$ cat src/rtl/wcs_pkg.sv
// Shared types and constants for the wash cycle sequencer.
`timescale 1ns / 1ps

package wcs_pkg;

	// Register file index width and reset values
	localparam int CFG_IDX_BITS = 3;

	localparam int RST_MOTOR_FILL  = 3000;
	localparam int RST_FILL_LIMIT  = 6000;
	localparam int RST_ULTRASONIC  = 6000;
	localparam int RST_DRAIN_LIMIT = 30000;
	localparam int RST_DRAIN_TAIL  = 10000;
	localparam int RST_CLEAN       = 3753;
	localparam int RST_DIRTY       = 2906;

	typedef enum logic [CFG_IDX_BITS-1:0] {
		CFG_MOTOR_FILL  = 3'd0,
		CFG_FILL_LIMIT  = 3'd1,
		CFG_ULTRASONIC  = 3'd2,
		CFG_DRAIN_LIMIT = 3'd3,
		CFG_DRAIN_TAIL  = 3'd4,
		CFG_CLEAN       = 3'd5,
		CFG_DIRTY       = 3'd6
	} cfg_idx_t;

	typedef enum logic [2:0] {
		PH_IDLE       = 3'd0,
		PH_FILL_MOTOR = 3'd1,
		PH_FILL       = 3'd2,
		PH_WAVE       = 3'd3,
		PH_DRAIN      = 3'd4,
		PH_TAIL       = 3'd5,
		PH_DONE       = 3'd6
	} phase_t;

	// Cycle target: zero means turbidity not yet judged
	localparam logic [1:0] TGT_NONE  = 2'd0;
	localparam logic [1:0] TGT_ONE   = 2'd1;
	localparam logic [1:0] TGT_TWO   = 2'd2;
	localparam logic [1:0] TGT_THREE = 2'd3;

	typedef struct packed {
		logic outlet;
		logic wave;
		logic motor;
		logic inlet;
	} act_t;

	typedef struct packed {
		act_t       act;
		phase_t     phase;
		logic [2:0] cycle_index;
		logic       finished;
	} wcs_result_t;

	// Result tdata: 11 payload bits padded to two bytes
	localparam int OUT_DATA_BITS = 16;

endpackage

$ cat src/rtl/wcs_cfg_regs.sv
// Configuration register file for the wash cycle sequencer.
`timescale 1ns / 1ps

module wcs_cfg_regs
	import wcs_pkg::*;
#(
	parameter int TIMER_BITS  = 22,
	parameter int SENSOR_BITS = 12
) (
	input  logic                    clk,
	input  logic                    arst_n,
	input  logic                    cfg_we,
	input  logic [CFG_IDX_BITS-1:0] cfg_index,
	input  logic [TIMER_BITS-1:0]   cfg_data,
	output logic [TIMER_BITS-1:0]   motor_fill_time,
	output logic [TIMER_BITS-1:0]   fill_limit_time,
	output logic [TIMER_BITS-1:0]   ultrasonic_time,
	output logic [TIMER_BITS-1:0]   drain_limit_time,
	output logic [TIMER_BITS-1:0]   drain_tail_time,
	output logic [SENSOR_BITS-1:0]  clean_threshold,
	output logic [SENSOR_BITS-1:0]  dirty_threshold
);

	logic [TIMER_BITS-1:0]  motor_fill_q, fill_limit_q, ultrasonic_q;
	logic [TIMER_BITS-1:0]  drain_limit_q, drain_tail_q;
	logic [SENSOR_BITS-1:0] clean_q, dirty_q;

	always_ff @(posedge clk or negedge arst_n) begin
		if (!arst_n) begin
			motor_fill_q  <= TIMER_BITS'(RST_MOTOR_FILL);
			fill_limit_q  <= TIMER_BITS'(RST_FILL_LIMIT);
			ultrasonic_q  <= TIMER_BITS'(RST_ULTRASONIC);
			drain_limit_q <= TIMER_BITS'(RST_DRAIN_LIMIT);
			drain_tail_q  <= TIMER_BITS'(RST_DRAIN_TAIL);
			clean_q       <= SENSOR_BITS'(RST_CLEAN);
			dirty_q       <= SENSOR_BITS'(RST_DIRTY);
		end else if (cfg_we) begin
			case (cfg_idx_t'(cfg_index))
				CFG_MOTOR_FILL:  motor_fill_q  <= cfg_data;
				CFG_FILL_LIMIT:  fill_limit_q  <= cfg_data;
				CFG_ULTRASONIC:  ultrasonic_q  <= cfg_data;
				CFG_DRAIN_LIMIT: drain_limit_q <= cfg_data;
				CFG_DRAIN_TAIL:  drain_tail_q  <= cfg_data;
				CFG_CLEAN:       clean_q       <= cfg_data[SENSOR_BITS-1:0];
				CFG_DIRTY:       dirty_q       <= cfg_data[SENSOR_BITS-1:0];
				default: ;
			endcase
		end
	end

	assign motor_fill_time  = motor_fill_q;
	assign fill_limit_time  = fill_limit_q;
	assign ultrasonic_time  = ultrasonic_q;
	assign drain_limit_time = drain_limit_q;
	assign drain_tail_time  = drain_tail_q;
	assign clean_threshold  = clean_q;
	assign dirty_threshold  = dirty_q;

endmodule

$ cat src/rtl/wcs_seq_core.sv
// Sequencer state and per-tick next-state logic.
`timescale 1ns / 1ps

module wcs_seq_core
	import wcs_pkg::*;
#(
	parameter int TIMER_BITS  = 22,
	parameter int SENSOR_BITS = 12
) (
	input  logic                   clk,
	input  logic                   arst_n,
	input  logic                   tick,
	input  logic                   start_req,
	input  logic                   door_open,
	input  logic                   water_high,
	input  logic                   water_low,
	input  logic [SENSOR_BITS-1:0] turbidity,
	input  logic [TIMER_BITS-1:0]  motor_fill_time,
	input  logic [TIMER_BITS-1:0]  fill_limit_time,
	input  logic [TIMER_BITS-1:0]  ultrasonic_time,
	input  logic [TIMER_BITS-1:0]  drain_limit_time,
	input  logic [TIMER_BITS-1:0]  drain_tail_time,
	input  logic [SENSOR_BITS-1:0] clean_threshold,
	input  logic [SENSOR_BITS-1:0] dirty_threshold,
	output wcs_result_t            res
);

	phase_t                phase_q, ph;
	act_t                  act_q, act;
	logic [TIMER_BITS-1:0] fill_q, stage_q, ft, st;
	logic [2:0]            cycle_q, cc;
	logic [1:0]            target_q, ct, judged;
	logic                  go, fin;

	// Turbidity judgement: clean gives one cycle, dirty three
	always_comb begin
		if (turbidity > clean_threshold)
			judged = TGT_ONE;
		else if (turbidity < dirty_threshold)
			judged = TGT_THREE;
		else
			judged = TGT_TWO;
	end

	// Phases may chain within one tick; go drops where the sequence stops
	always_comb begin
		ft  = (fill_q == '1) ? fill_q : fill_q + TIMER_BITS'(1);
		st  = (stage_q == '1) ? stage_q : stage_q + TIMER_BITS'(1);
		ph  = phase_q;
		act = act_q;
		cc  = cycle_q;
		ct  = target_q;
		go  = 1'b0;
		fin = 1'b0;

		if (start_req) begin
			ph  = PH_FILL_MOTOR;
			cc  = 3'd1;
			ct  = TGT_NONE;
			act = '0;
		end

		if (!door_open) begin
			go = 1'b1;
			if (ph == PH_FILL_MOTOR && !act.inlet) begin
				act.inlet = 1'b1;
				act.motor = 1'b1;
				ft        = '0;
			end
			if (ph == PH_FILL_MOTOR || ph == PH_FILL) begin
				if (ft < motor_fill_time) begin
					go = 1'b0;
				end else begin
					act.motor = 1'b0;
					ph        = PH_FILL;
					if (ct == TGT_NONE)
						ct = judged;
					if (!(water_high || ft >= fill_limit_time)) begin
						go = 1'b0;
					end else begin
						act.inlet = 1'b0;
						act.wave  = 1'b1;
						st        = '0;
						ph        = PH_WAVE;
					end
				end
			end
			if (go && ph == PH_WAVE) begin
				if (st < ultrasonic_time) begin
					go = 1'b0;
				end else begin
					act.wave   = 1'b0;
					act.outlet = 1'b1;
					st         = '0;
					ph         = PH_DRAIN;
				end
			end
			if (go && ph == PH_DRAIN) begin
				if (!(water_low || st >= drain_limit_time)) begin
					go = 1'b0;
				end else begin
					ft = '0;
					ph = PH_TAIL;
				end
			end
			if (go && ph == PH_TAIL) begin
				if (ft >= drain_tail_time) begin
					act.outlet = 1'b0;
					if (cc < {1'b0, ct}) begin
						cc = cc + 3'd1;
						ph = PH_FILL_MOTOR;
					end else begin
						ph  = PH_DONE;
						fin = 1'b1;
					end
				end
			end
		end
	end

	always_ff @(posedge clk or negedge arst_n) begin
		if (!arst_n) begin
			phase_q  <= PH_IDLE;
			act_q    <= '0;
			fill_q   <= '0;
			stage_q  <= '0;
			cycle_q  <= '0;
			target_q <= TGT_NONE;
		end else if (tick) begin
			phase_q  <= ph;
			act_q    <= act;
			fill_q   <= ft;
			stage_q  <= st;
			cycle_q  <= cc;
			target_q <= ct;
		end
	end

	assign res.act         = act;
	assign res.phase       = ph;
	assign res.cycle_index = cc;
	assign res.finished    = fin;

endmodule

$ cat src/rtl/wash_cycle_sequencer.sv
// Wash cycle sequencer top level: stream handshake, result register, assertions.
//
//  port group   dir  tdata bits (low first)
//  s_axis       in   start_req, door_open, water_high, water_low, turbidity
//  m_axis       out  inlet_valve_on, motor_on, ultrasonic_on, outlet_valve_on,
//                    phase[3], cycle_index[3], finished
//  cfg          in   cfg_we, cfg_index, cfg_data (write only)
//
// One tick per clock while the output is not stalled; the result appears in the cycle after the transfer.
// The result register frees as it is taken, so ticks flow back to back.
// A stalled output holds s_axis_tready low until the result is taken.
// arst_n clears the sequence to idle and loads register defaults.
`timescale 1ns / 1ps

module wash_cycle_sequencer
	import wcs_pkg::*;
#(
	parameter int TIMER_BITS  = 22,
	parameter int SENSOR_BITS = 12,
	localparam int IN_DATA_BITS = ((4 + SENSOR_BITS + 7) / 8) * 8
) (
	input  logic                     clk,
	input  logic                     arst_n,
	input  logic                     s_axis_tvalid,
	output logic                     s_axis_tready,
	// start_req, door_open, water_high, water_low, turbidity; zero padded
	input  logic [IN_DATA_BITS-1:0]  s_axis_tdata,
	output logic                     m_axis_tvalid,
	input  logic                     m_axis_tready,
	// inlet_valve_on, motor_on, ultrasonic_on, outlet_valve_on, phase,
	// cycle_index, finished; zero padded
	output logic [OUT_DATA_BITS-1:0] m_axis_tdata,
	input  logic                     cfg_we,
	input  logic [CFG_IDX_BITS-1:0]  cfg_index,
	input  logic [TIMER_BITS-1:0]    cfg_data
);

	logic [TIMER_BITS-1:0]  motor_fill_time, fill_limit_time, ultrasonic_time;
	logic [TIMER_BITS-1:0]  drain_limit_time, drain_tail_time;
	logic [SENSOR_BITS-1:0] clean_threshold, dirty_threshold;
	wcs_result_t            res;
	logic                   in_fire;
	logic                   out_valid_q;
	logic [OUT_DATA_BITS-1:0] out_data_q;

	assign s_axis_tready = !out_valid_q || m_axis_tready;
	assign in_fire       = s_axis_tvalid && s_axis_tready;

	wcs_cfg_regs #(
		.TIMER_BITS  (TIMER_BITS),
		.SENSOR_BITS (SENSOR_BITS)
	) u_cfg (
		.clk              (clk),
		.arst_n           (arst_n),
		.cfg_we           (cfg_we),
		.cfg_index        (cfg_index),
		.cfg_data         (cfg_data),
		.motor_fill_time  (motor_fill_time),
		.fill_limit_time  (fill_limit_time),
		.ultrasonic_time  (ultrasonic_time),
		.drain_limit_time (drain_limit_time),
		.drain_tail_time  (drain_tail_time),
		.clean_threshold  (clean_threshold),
		.dirty_threshold  (dirty_threshold)
	);

	wcs_seq_core #(
		.TIMER_BITS  (TIMER_BITS),
		.SENSOR_BITS (SENSOR_BITS)
	) u_core (
		.clk              (clk),
		.arst_n           (arst_n),
		.tick             (in_fire),
		.start_req        (s_axis_tdata[0]),
		.door_open        (s_axis_tdata[1]),
		.water_high       (s_axis_tdata[2]),
		.water_low        (s_axis_tdata[3]),
		.turbidity        (s_axis_tdata[4 +: SENSOR_BITS]),
		.motor_fill_time  (motor_fill_time),
		.fill_limit_time  (fill_limit_time),
		.ultrasonic_time  (ultrasonic_time),
		.drain_limit_time (drain_limit_time),
		.drain_tail_time  (drain_tail_time),
		.clean_threshold  (clean_threshold),
		.dirty_threshold  (dirty_threshold),
		.res              (res)
	);

	always_ff @(posedge clk or negedge arst_n) begin
		if (!arst_n)
			out_valid_q <= 1'b0;
		else if (s_axis_tready)
			out_valid_q <= s_axis_tvalid;
	end

	always_ff @(posedge clk) begin
		if (in_fire)
			out_data_q <= {5'd0, res.finished, res.cycle_index, res.phase,
				res.act.outlet, res.act.wave, res.act.motor, res.act.inlet};
	end

	assign m_axis_tvalid = out_valid_q;
	assign m_axis_tdata  = out_data_q;

`ifndef SYNTHESIS
	// Every accepted tick leaves a result in the register next cycle
	assert property (@(posedge clk) disable iff (!arst_n) in_fire |=> m_axis_tvalid)
		else $error("tick accepted but no result registered");

	// finished only pulses together with the done phase
	assert property (@(posedge clk) disable iff (!arst_n)
		(m_axis_tvalid && m_axis_tdata[10]) |-> (m_axis_tdata[6:4] == PH_DONE))
		else $error("finished outside done phase");

	// motor never runs without the inlet open
	assert property (@(posedge clk) disable iff (!arst_n)
		(m_axis_tvalid && m_axis_tdata[1]) |-> m_axis_tdata[0])
		else $error("motor on with inlet closed");

	// ultrasonic only in its own phase
	assert property (@(posedge clk) disable iff (!arst_n)
		(m_axis_tvalid && m_axis_tdata[2]) |-> (m_axis_tdata[6:4] == PH_WAVE))
		else $error("ultrasonic on outside its phase");

	// outlet only open while draining or in the drain tail
	assert property (@(posedge clk) disable iff (!arst_n)
		(m_axis_tvalid && m_axis_tdata[3]) |->
		(m_axis_tdata[6:4] == PH_DRAIN || m_axis_tdata[6:4] == PH_TAIL))
		else $error("outlet open outside drain");
`endif

endmodule
$ cat config.mk
export PLATFORM = sky130hd
export DESIGN_NAME = wash_cycle_sequencer
export DESIGN_NICKNAME = d
export VERILOG_FILES = /design/src/rtl/wcs_pkg.sv /design/src/rtl/wcs_cfg_regs.sv /design/src/rtl/wcs_seq_core.sv /design/src/rtl/wash_cycle_sequencer.sv
export SDC_FILE = /design/constraint.sdc
export NUM_CORES = 1
export LEC_CHECK = 0
export BUFFER_PORTS_ARGS = -buffer_cell sky130_fd_sc_hd__buf_2
export CAP_MARGIN = 20
export CORE_MARGIN = 2
export CORE_UTILIZATION = 65
export DETAILED_ROUTE_END_ITERATION = 10
export PLACE_DENSITY_LB_ADDON = 0.3
export SYNTH_ARGS = -nofsm -noshare
export SYNTH_HDL_FRONTEND = slang
export SYNTH_HIERARCHICAL = 1
export SYNTH_SLANG_ARGS = --single-unit
$ cat constraint.sdc
create_clock -name clk -period 24.9 [get_ports clk]
set_clock_uncertainty 0.05 [all_clocks]
set_input_delay 4.98 -clock clk [delete_from_list [all_inputs] [get_ports clk]]
set_output_delay 4.98 -clock clk [all_outputs]
set_load 0.05 [all_outputs]
==> flow_metrics.tcl, run 1 <==
set metrics [dict create \
    ant_nets 0 \
    final_cell_area_um2 14300 \
    crit_buf_inv 6 \
    grt_pass1_wl_mm 51.0 \
    switching_share_pct 32.3 \
    p_total_w 0.00115 \
    synth_area_um2 13100 \
    tightest_slew_ps 795 \
    dr.pass1.iters 6 \
    die-width_um 146 \
    ctsLongestPathBuffers 3 \
    max_slew_margin_pct 47.0 \
    grt-ovfl-total 0 \
    drt_wl_total_mm 31.1 \
    finalHoldViolations 0 \
    synth-async-reset-ratio_pct 94.6 \
    final_common_cell "nor2_1" \
    coreArea_um2 19700 \
    drive_gt1_share_pct 23.3 \
    hp-start "u_cfg/motor_fill_time[0]" \
    crit_arrival_ps 15210 \
    clock_latency_ps 510 \
    grt_max_degree 74 \
    portBuffers 58 \
    required_ps 25110 \
    min_path_type "reg2reg" \
    cts_resized 0 \
    syn_to_final_growth_pct 9.44 \
    max_clock_freq_ghz 0.0667 \
    vdd_drop_max_mv 0.0613 \
    drt_iter0_drc 767 \
    nets 1534 \
    r2r_end "m_axis_tdata[8]" \
    ios 64 \
    ys_types 92 \
    intPower_w 0.000777 \
    critPathSlowestCell "a21o_1" \
    critical_path.top_delay_family "compound AO/OA/AOI/OAI gates" \
    path_class "in2reg" \
    ys_ff_latch 202 \
    place_congestion 0.938 \
    r2r_setup_slack_ps 12300 \
    p_sw_w 0.000371 \
    power.density_nw_per_um2 80.0 \
    worstHoldPathCells 1 \
    avgSynthCellArea_um2 10.0 \
    fin_crit_sh_pct 60.2 \
    dp_cells 1595 \
    yosys_warnings 6 \
    crit_path_start_kind "input pin" \
    start_util_pct 66.7 \
    synth_seq_area_share_pct 39.4 \
    status "completed" \
    grt_pass1_vias 9901 \
    cp_slowest_stage_delay_ps 630 \
    path_clk_slew_ps 60 \
    layout_min_cycle_time_ps 15000 \
    htreeDepth 1 \
    vias 9932 \
    postSynthCellCount 1309 \
    cts_root_buf "clkbuf_16" \
    avgRoutedWirePerCell_um 19.0 \
    rows 51 \
    cts_setup_buffers 0 \
    cap_viol_max_count 0 \
    cts_hold_buf 0 \
    placedInstanceArea_um2 13500 \
    layout.cells.non_filler 1636 \
    antenna_found_initial 0 \
    hold_end "u_cfg/motor_fill_time[0]" \
    maxSlewViolCount 0 \
    drc_errors 0 \
    synth_ff_type "dfrtp_1" \
    setup_viol 0 \
    grt_util_all_layers_pct 29.5 \
    clock-sinks 202 \
    grt_setup_unrepaired "no" \
    dieHeight_um 146 \
    die-area_um2 21300 \
    synth_edf_count 11 \
    p_leak_nw 6.86 \
    hpwl_mm 22.4 \
    via_per_inst 6.07 \
    final_cell_mix "nor2_1, dfrtp_1, inv_1" \
    r2r_cells 48 \
    pwr-share-seq_pct 39.5 \
    combPwrFrac_pct 29.1 \
    path_max_fanout 26 \
    p_clk_share_pct 31.4 \
    diodes 0 \
    nFillCells 1430 \
    r2r_start "u_core/fill_q[0]" \
    cts_tree "done" \
    crit_path_end_kind "flip-flop" \
    tns_ps 0 \
    cts_buffers 23 \
]
==> cells in the mapped netlist (6+ instances only) <==
library cell	count	area, µm²
nor2_1	148	556
dfrtp_1	144	3600
inv_1	142	533
ha_1	133	1660
mux2_2	133	1500
nand2_1	59	221
o21ai_0	48	240
dfstp_2	47	1230
a21oi_1	46	230
a21o_1	34	255
a22o_1	27	236
nand4_1	27	169
nand3_1	25	125
nor3_1	22	110
clkbuf_1	20	75.1
xnor2_1	20	175
xor2_1	17	149
a211oi_1	16	120
o31ai_1	12	90.1
edfxtp_1	11	330
buf_2	10	50.1
nor2b_1	10	62.6
nand2b_1	9	56.3
buf_4	8	60.1
and3_1	7	43.8
buf_6	7	78.8
or2_2	7	43.8
and2_1	6	37.5
nor4_1	6	37.5
==> sequential cells by signal, summed over array words and instances (netlist names), 4 cells and up <==
signal / cells
u_core/stage_q: 22
u_cfg/dirty_threshold: 12
u_core/fill_q: 22
u_core/act_q: 4
u_cfg/motor_fill_time: 22
u_cfg/drain_limit_time: 22
u_cfg/drain_tail_time: 22
m_axis_tdata: 11
u_cfg/ultrasonic_time: 22
u_cfg/clean_threshold: 12
u_cfg/fill_limit_time: 22
==> cells by family (layout without fill, tap and decap cells) <==
logic type / after synthesis / count (layout) / share of synthesized area (%)
XOR/XNOR: 37 / 37 / 2.47
AO/OA/AOI/OAI: 239 / 239 / 12.8
other: 1 / 5 / 0.0286
flip-flops: 202 / 202 / 39.4
adder cells (fa/ha/maj): 133 / 133 / 12.7
multiplexers: 145 / 145 / 12.5
buffers and inverters: 193 / 251 / 6.28
AND/OR/NAND/NOR: 359 / 359 / 13.8
==> final cells by class <==
type,instances,area (µm²),share of cell area (%)
multi-input cells,918,7130,49.7
clock inverters,9,151,1.06
clock buffers,32,659,4.60
flip-flops and latches,202,5170,36.0
inverters,143,537,3.74
well taps,265,332,2.31
repair buffers,67,367,2.56
==> per-stage QoR <==
| step | hold WS [ps] | setup slack, ps | utilization, % |
|---|---|---|---|
| floorplan | 400 | 11510 | - |
| CTS | 448 | 10080 | 73.0 |
| global route | 463 | 9120 | 73.0 |
| finish | 449 | 9900 | 73.0 |
| global placement | 421 | 9850 | 68.9 |
| detailed placement | 425 | 9560 | 68.9 |
==> power by group through the flow <==
stage	combinational [W]	sequential [W]	clock, W
2_1_floorplan	0.000240	0.000450	0
3_3_place_gp	0.000317	0.000453	0
3_5_place_dp	0.000327	0.000456	0
4_1_cts	0.000331	0.000452	0.000365
5_1_grt	0.000374	0.000462	0.000379
6_report	0.000334	0.000453	0.000361
==> worst max path at each step <==
stage / startpoint / endpoint / depth (start not counted)
final: s_axis_tdata[0] / m_axis_tdata[8] / 42
after global routing: s_axis_tdata[0] / m_axis_tdata[8] / 42
after CTS: s_axis_tdata[0] / m_axis_tdata[8] / 42
after detailed placement: s_axis_tdata[0] / m_axis_tdata[8] / 42
after global placement: s_axis_tdata[0] / m_axis_tdata[8] / 42
after floorplan: s_axis_tdata[0] / m_axis_tdata[8] / 44
==> layer usage <==
metal,track usage [%],vias to the layer above,routed length (µm)
met5,0,-,0
met4,10.0,0,1050
met3,3.44,64,1780
met2,47.6,346,14400
met1,41.9,4816,13900
li1,-,4706,-
Power figures use the tool's default switching activity.
==> run 2, diff against run 1 <==
--- a/config.mk
+++ b/config.mk
@@ -5,10 +5,11 @@
 export SDC_FILE = /design/constraint.sdc
 export NUM_CORES = 1
 export LEC_CHECK = 0
+export ABC_AREA = 1
 export BUFFER_PORTS_ARGS = -buffer_cell sky130_fd_sc_hd__buf_2
 export CAP_MARGIN = 20
 export CORE_MARGIN = 2
-export CORE_UTILIZATION = 65
+export CORE_UTILIZATION = 63
 export DETAILED_ROUTE_END_ITERATION = 10
 export PLACE_DENSITY_LB_ADDON = 0.3
 export SYNTH_ARGS = -nofsm -noshare
==> constraint.sdc (replaced) <==
create_clock -name clk -period 15.6 [get_ports clk]
set_clock_uncertainty 0.05 [all_clocks]
set_input_delay 3.12 -clock clk [delete_from_list [all_inputs] [get_ports clk]]
set_output_delay 3.12 -clock clk [all_outputs]
set_load 0.05 [all_outputs]
==> run 2 against run 1 <==
Compared with the run above: sequential share of layout area decreased by 1.0 points; largest cell class unchanged; synthesized cell count grew 39%; highest routed layer unchanged; register-to-register slack worse by 7300 ps; global-route usage is 4.2 points higher; clock power grew 59%; sequential cell count is the same.
==> flow_metrics.tcl, run 2 <==
set metrics [dict create \
    status "completed" \
    vias 12200 \
    cpMostUsedCell "nand2_1" \
    drt_wl_total_mm 37.0 \
    ant_nets 0 \
    fin_crit_sh_pct 78.8 \
    grt_pass1_wl_mm 60.3 \
    grt_util_all_layers_pct 33.8 \
    nets 2028 \
    p_leak_nw 8.03 \
    hpwl_mm 27.0 \
    ctsLongestPathBuffers 3 \
    finalHoldViolations 0 \
    cts_tree "done" \
    path_class "in2reg" \
    synth_edf_count 11 \
    grt_max_degree 116 \
    layout_min_cycle_time_ps 12300 \
    syn_to_final_growth_pct 8.29 \
    path_max_fanout 24 \
    synth.most_common_cell "nand2_1" \
    coreArea_um2 21200 \
    final_cell_area_um2 14800 \
    die-area_um2 22900 \
    place_congestion 0.925 \
    cts_root_buf "clkbuf_16" \
    avgSynthCellArea_um2 7.49 \
    crit_path_end_kind "flip-flop" \
    placedInstanceArea_um2 14000 \
    drt_iter0_drc 1132 \
    yosys-top-cells-count "nand2_1, inv_1, dfrtp_1, ha_1, nand3_1" \
    dr.pass1.iters 6 \
    crit_arrival_ps 12510 \
    yosys_warnings 6 \
    via_per_inst 5.70 \
    grt_pass1_vias 11600 \
    min_path_type "reg2reg" \
    path_clk_slew_ps 60 \
    portBuffers 58 \
    synth_area_leaders "dfrtp_1, nand2_1, ha_1" \
    start_util_pct 64.5 \
    final_common_cell "nand2_1" \
    rows 53 \
    cts_setup_buffers 0 \
    max_clock_freq_ghz 0.0813 \
    drive_gt1_share_pct 12.1 \
    die-width_um 151 \
    vdd_drop_max_mv 0.121 \
    required_ps 15820 \
    synth_seq_area_share_pct 37.9 \
    postSynthCellCount 1822 \
    synth_area_um2 13600 \
    tns_ps 0 \
    grt-ovfl-total 0 \
    antenna_found_initial 0 \
    critPathSlowestCell "clkinv_1" \
    ys_ff_latch 202 \
    crit_path_start_kind "input pin" \
    htreeDepth 1 \
    cts_hold_buf 0 \
    final_cell_mix "nand2_1, inv_1, dfrtp_1" \
    clock-sinks 202 \
    setup_viol 0 \
    cts_resized 0 \
    synth_ff_type "dfrtp_1" \
    nFillCells 1765 \
    clock_latency_ps 510 \
    ios 64 \
    dieHeight_um 151 \
    grt_setup_unrepaired "no" \
    cap_viol_max_count 0 \
    maxSlewViolCount 0 \
    power.density_nw_per_um2 209 \
    cp_slowest_stage_delay_ps 570 \
    cts_buffers 23 \
    max_slew_margin_pct 30.0 \
    drc_errors 0 \
    synth_top_area_share_pct 26.4 \
    tightest_slew_ps 1050 \
    avgRoutedWirePerCell_um 17.3 \
    synth_area_leader_cell "dfrtp_1" \
    ys_types 56 \
    synth-async-reset-ratio_pct 94.6 \
]
run 2: worst max-delay path, delay by kind of cell:
| kind | cells | cell delay, ps |
|---|---|---|
| adder cells (fa/ha/maj) | 4 | 1000 |
| AND/OR/NAND/NOR | 27 | 4590 |
| AO/OA/AOI/OAI | 16 | 2560 |
| buffers and inverters | 8 | 1250 |
run 2: worst paths after layout:
kind | from | to | slack (ps) | cells past startpoint
min in group asynchronous | arst_n | u_cfg/dirty_threshold[5] | 2690 | 1
max in group asynchronous | arst_n | u_core/cycle_q[0] | 11200 | 2
setup / recovery | s_axis_tdata[0] | m_axis_tdata[7] | 3300 | 55
hold / removal | u_cfg/fill_limit_time[10] | u_cfg/fill_limit_time[10] | 410 | 2
hold reg to reg | u_cfg/fill_limit_time[10] | u_cfg/fill_limit_time[10] | 410 | 2
setup reg to reg | u_core/fill_q[0] | m_axis_tdata[7] | 4960 | 63
run 2: area by class of cell:
type | count | area, µm² | area share (%)
sequential | 202 | 5170 | 35.0
clock inverter | 11 | 139 | 0.940
clock buffer | 30 | 673 | 4.56
inverter | 302 | 1130 | 7.67
antenna | 1 | 2.50 | 0.0169
tap | 275 | 344 | 2.33
multi-input combinational | 1256 | 6970 | 47.2
timing repair buffer | 64 | 344 | 2.33
run 2: power breakdown:
part | internal [W] | leakage [nW] | switching (W)
Sequential | 0.000683 | 2.33 | 0.0000942
Combinational | 0.000583 | 5.31 | 0.00115
Clock | 0.000353 | 0.389 | 0.000222
run 2: metal layers:
metal	GRT usage [%]	routed length [µm]
met5	0	0
met4	9.49	1060
met1	49.2	16800
met3	8.19	3790
met2	50.4	15400
run 2: logic make-up after synthesis:
logic type	Yosys count	share of synthesized area (%)
multiplexers	1	0.0734
XOR/XNOR	23	1.48
AO/OA/AOI/OAI	214	9.25
buffers and inverters	368	11.2
other	1	0.0275
flip-flops	202	37.9
adder cells (fa/ha/maj)	133	12.2
AND/OR/NAND/NOR	880	27.9
run 2: through the flow:
| step | hold WS, ps | cells | setup slack [ps] | power, W | util, % |
|---|---|---|---|---|---|
| after floorplan | 392 | 1826 | 4760 | 0.00203 | - |
| after global placement | 400 | 2099 | 3250 | 0.00241 | 66.0 |
| after detailed placement | 403 | 2099 | 3090 | 0.00246 | 66.0 |
| after CTS | 412 | 2140 | 3600 | 0.00305 | 69.8 |
| after global routing | 430 | 2140 | 2290 | 0.00337 | 69.8 |
| final | 411 | 2141 | 3300 | 0.00309 | 69.9 |
==> run 3, diff against run 2 <==
--- a/config.mk
+++ b/config.mk
@@ -5,11 +5,11 @@
 export SDC_FILE = /design/constraint.sdc
 export NUM_CORES = 1
 export LEC_CHECK = 0
-export ABC_AREA = 1
+export ABC_AREA = 0
 export BUFFER_PORTS_ARGS = -buffer_cell sky130_fd_sc_hd__buf_2
 export CAP_MARGIN = 20
 export CORE_MARGIN = 2
-export CORE_UTILIZATION = 63
+export CORE_UTILIZATION = 57
 export DETAILED_ROUTE_END_ITERATION = 10
 export PLACE_DENSITY_LB_ADDON = 0.3
 export SYNTH_ARGS = -nofsm -noshare
==> constraint.sdc (replaced) <==
create_clock -name clk -period 10.9 [get_ports clk]
set_clock_uncertainty 0.05 [all_clocks]
set_input_delay 2.18 -clock clk [delete_from_list [all_inputs] [get_ports clk]]
set_output_delay 2.18 -clock clk [all_outputs]
set_load 0.05 [all_outputs]
==> run 3 against run 2 <==
Compared with the run above: sequential share of layout area is 0.21 points higher; combinational power is 54% lower; final cell count is 21% lower; via count is 17% lower; highest routed layer unchanged; total power is 14% lower; critical path type is now reg2reg; routed wire length is 13% lower; sequential cell count stayed put; count of clock-buffer cells in the layout is 4 higher; die area is 6.0% higher; critical path depth is 5 lower; worst setup slack worse by 2700 ps; non-clock buffer count is 33 higher.
==> flow_metrics.tcl, run 3 (same netlist as run 1, synthesis figures left out) <==
set metrics [dict create \
    worstHoldPathCells 1 \
    final_cell_mix "nor2_1, inv_1, dfrtp_1" \
    crit_arrival_ps 10670 \
    r2r_cells 50 \
    nets 1564 \
    p_leak_nw 7.02 \
    finalHoldViolations 0 \
    place_congestion 0.944 \
    switching_share_pct 32.6 \
    drt_wl_total_mm 32.3 \
    cap_viol_max_count 0 \
    cpMostUsedCell "nor2_1" \
    placedInstanceArea_um2 13800 \
    rows 55 \
    drc_errors 0 \
    tightest_slew_ps 1030 \
    dp_cells 1641 \
    grt_pass1_vias 10000 \
    start_util_pct 57.9 \
    path_max_fanout 21 \
    status "completed" \
    htreeDepth 1 \
    cp_slowest_stage_delay_ps 410 \
    combPwrFrac_pct 30.3 \
    tns_ps 0 \
    max_clock_freq_ghz 0.0969 \
    die-area_um2 24200 \
    pwr-share-seq_pct 38.8 \
    dieHeight_um 156 \
    crit_path_end_kind "flip-flop" \
    coreArea_um2 22600 \
    nFillCells 1771 \
    setup_viol 0 \
    p_sw_w 0.000868 \
    avgRoutedWirePerCell_um 19.1 \
    hpwl_mm 23.2 \
    grt-ovfl-total 0 \
    hold_slack_ps 436 \
    cts_tree "done" \
    min_path_type "reg2reg" \
    antenna_found_initial 1 \
    layout_min_cycle_time_ps 10320 \
    r2r_start "u_core/fill_q[0]" \
    crit_path_start_kind "flip-flop" \
    die-width_um 156 \
    diodes 0 \
    vias 10100 \
    dr.pass1.iters 5 \
    required_ps 11250 \
    fin_crit_sh_pct 94.7 \
    critPathSlowestCell "a221o_2" \
    grt_pass1_wl_mm 51.2 \
    intPower_w 0.00179 \
    layout.cells.non_filler 1687 \
    maxSlewViolCount 0 \
    hp-start "u_core/cycle_q[2]" \
    grt_util_all_layers_pct 26.6 \
    ctsLongestPathBuffers 3 \
    path_clk_slew_ps 60 \
    critPathLaunch "u_core/fill_q[0]" \
    drt_iter0_drc 801 \
    vdd_drop_max_mv 0.120 \
    drive_gt1_share_pct 26.1 \
    power.density_nw_per_um2 181 \
    syn_to_final_growth_pct 12.1 \
    p_total_w 0.00266 \
    final_common_cell "nor2_1" \
    grt_max_degree 131 \
    cts_root_buf "clkbuf_16" \
    clock_latency_ps 530 \
    ant_nets 0 \
    clock-sinks 202 \
    via_per_inst 6.00 \
    path_class "reg2reg" \
    portBuffers 58 \
    ios 64 \
    final_cell_area_um2 14700 \
    max_slew_margin_pct 31.0 \
    p_clk_share_pct 30.9 \
    cts_buffers 23 \
]
-- run 3: cell types whose count changed in the layout (fill, tap and decap cells not counted), sizes merged, moves of 26 or more --
cell	change
a22o	+26
inv	-157
a21oi	-66
nand3	-109
mux2	+140
buf	+33
a21o	+32
nand2	-494
-- run 3: worst max-delay path: cells and delay by family (launching register included) --
family	cells	cell delay, ps
compound gates	19	3860
flops	1	390
simple gates	19	3220
fa+ha+maj	5	1280
xor+xnor	1	200
mux	1	260
buf+inv	5	920
-- run 3: timing repair --
action	4_1_cts	5_1_grt
pin swaps	0	6
setup endpoints to repair	13	15
buffers inserted	0	3
cloned	0	0
hold buffers	0	0
resized for setup	3	23
-- run 3: per-layer routing --
| layer | GRT usage (%) | part of all wire, % | wire (µm) | vias to the layer above |
|---|---|---|---|---|
| met5 | 0 | 0 | 0 | - |
| met3 | 3.03 | 4.9 | 1570 | 67 |
| met4 | 8.39 | 3.1 | 1010 | 0 |
| met1 | 36.8 | 46 | 14700 | 4980 |
| met2 | 43.8 | 46 | 15000 | 297 |
| li1 | - | - | - | 4778 |
-- run 3: cell type report --
cell class	count	area [µm²]	area share, %
clock inverter	8	144	0.979
inverter	143	537	3.65
sequential	202	5170	35.2
clock buffer	34	647	4.40
timing repair buffer	97	624	4.25
tap	285	357	2.43
multi-input combinational	918	7220	49.1
-- run 3: worst paths after layout --
path	endpoint	slack, ps
worst min-delay path	u_core/cycle_q[2]	440
worst min register to register	u_core/cycle_q[2]	440
min in group asynchronous	u_core/cycle_q[0]	1520
max in group asynchronous	u_cfg/fill_limit_time[16]	7740
worst max-delay path	u_core/act_q[3]	580
worst max register to register	u_core/act_q[3]	580
-- run 3: power groups by stage --
| stage | logic (W) | clock network, W | registers, W |
|---|---|---|---|
| after floorplan | 0.000548 | 0 | 0.00103 |
| after global placement | 0.000743 | 0 | 0.00103 |
| after detailed placement | 0.000769 | 0 | 0.00104 |
| after CTS | 0.000780 | 0.000835 | 0.00103 |
| after global routing | 0.000895 | 0.000863 | 0.00105 |
| final | 0.000805 | 0.000822 | 0.00103 |
-- run 3: metrics by stage --
stage | utilization (%) | worst slack (ps)
detailed placement | 60.8 | -183
global placement | 60.8 | -31.4
finish | 64.9 | 578
floorplan | - | 307
CTS | 64.3 | 44.8
global route | 64.9 | -25.6
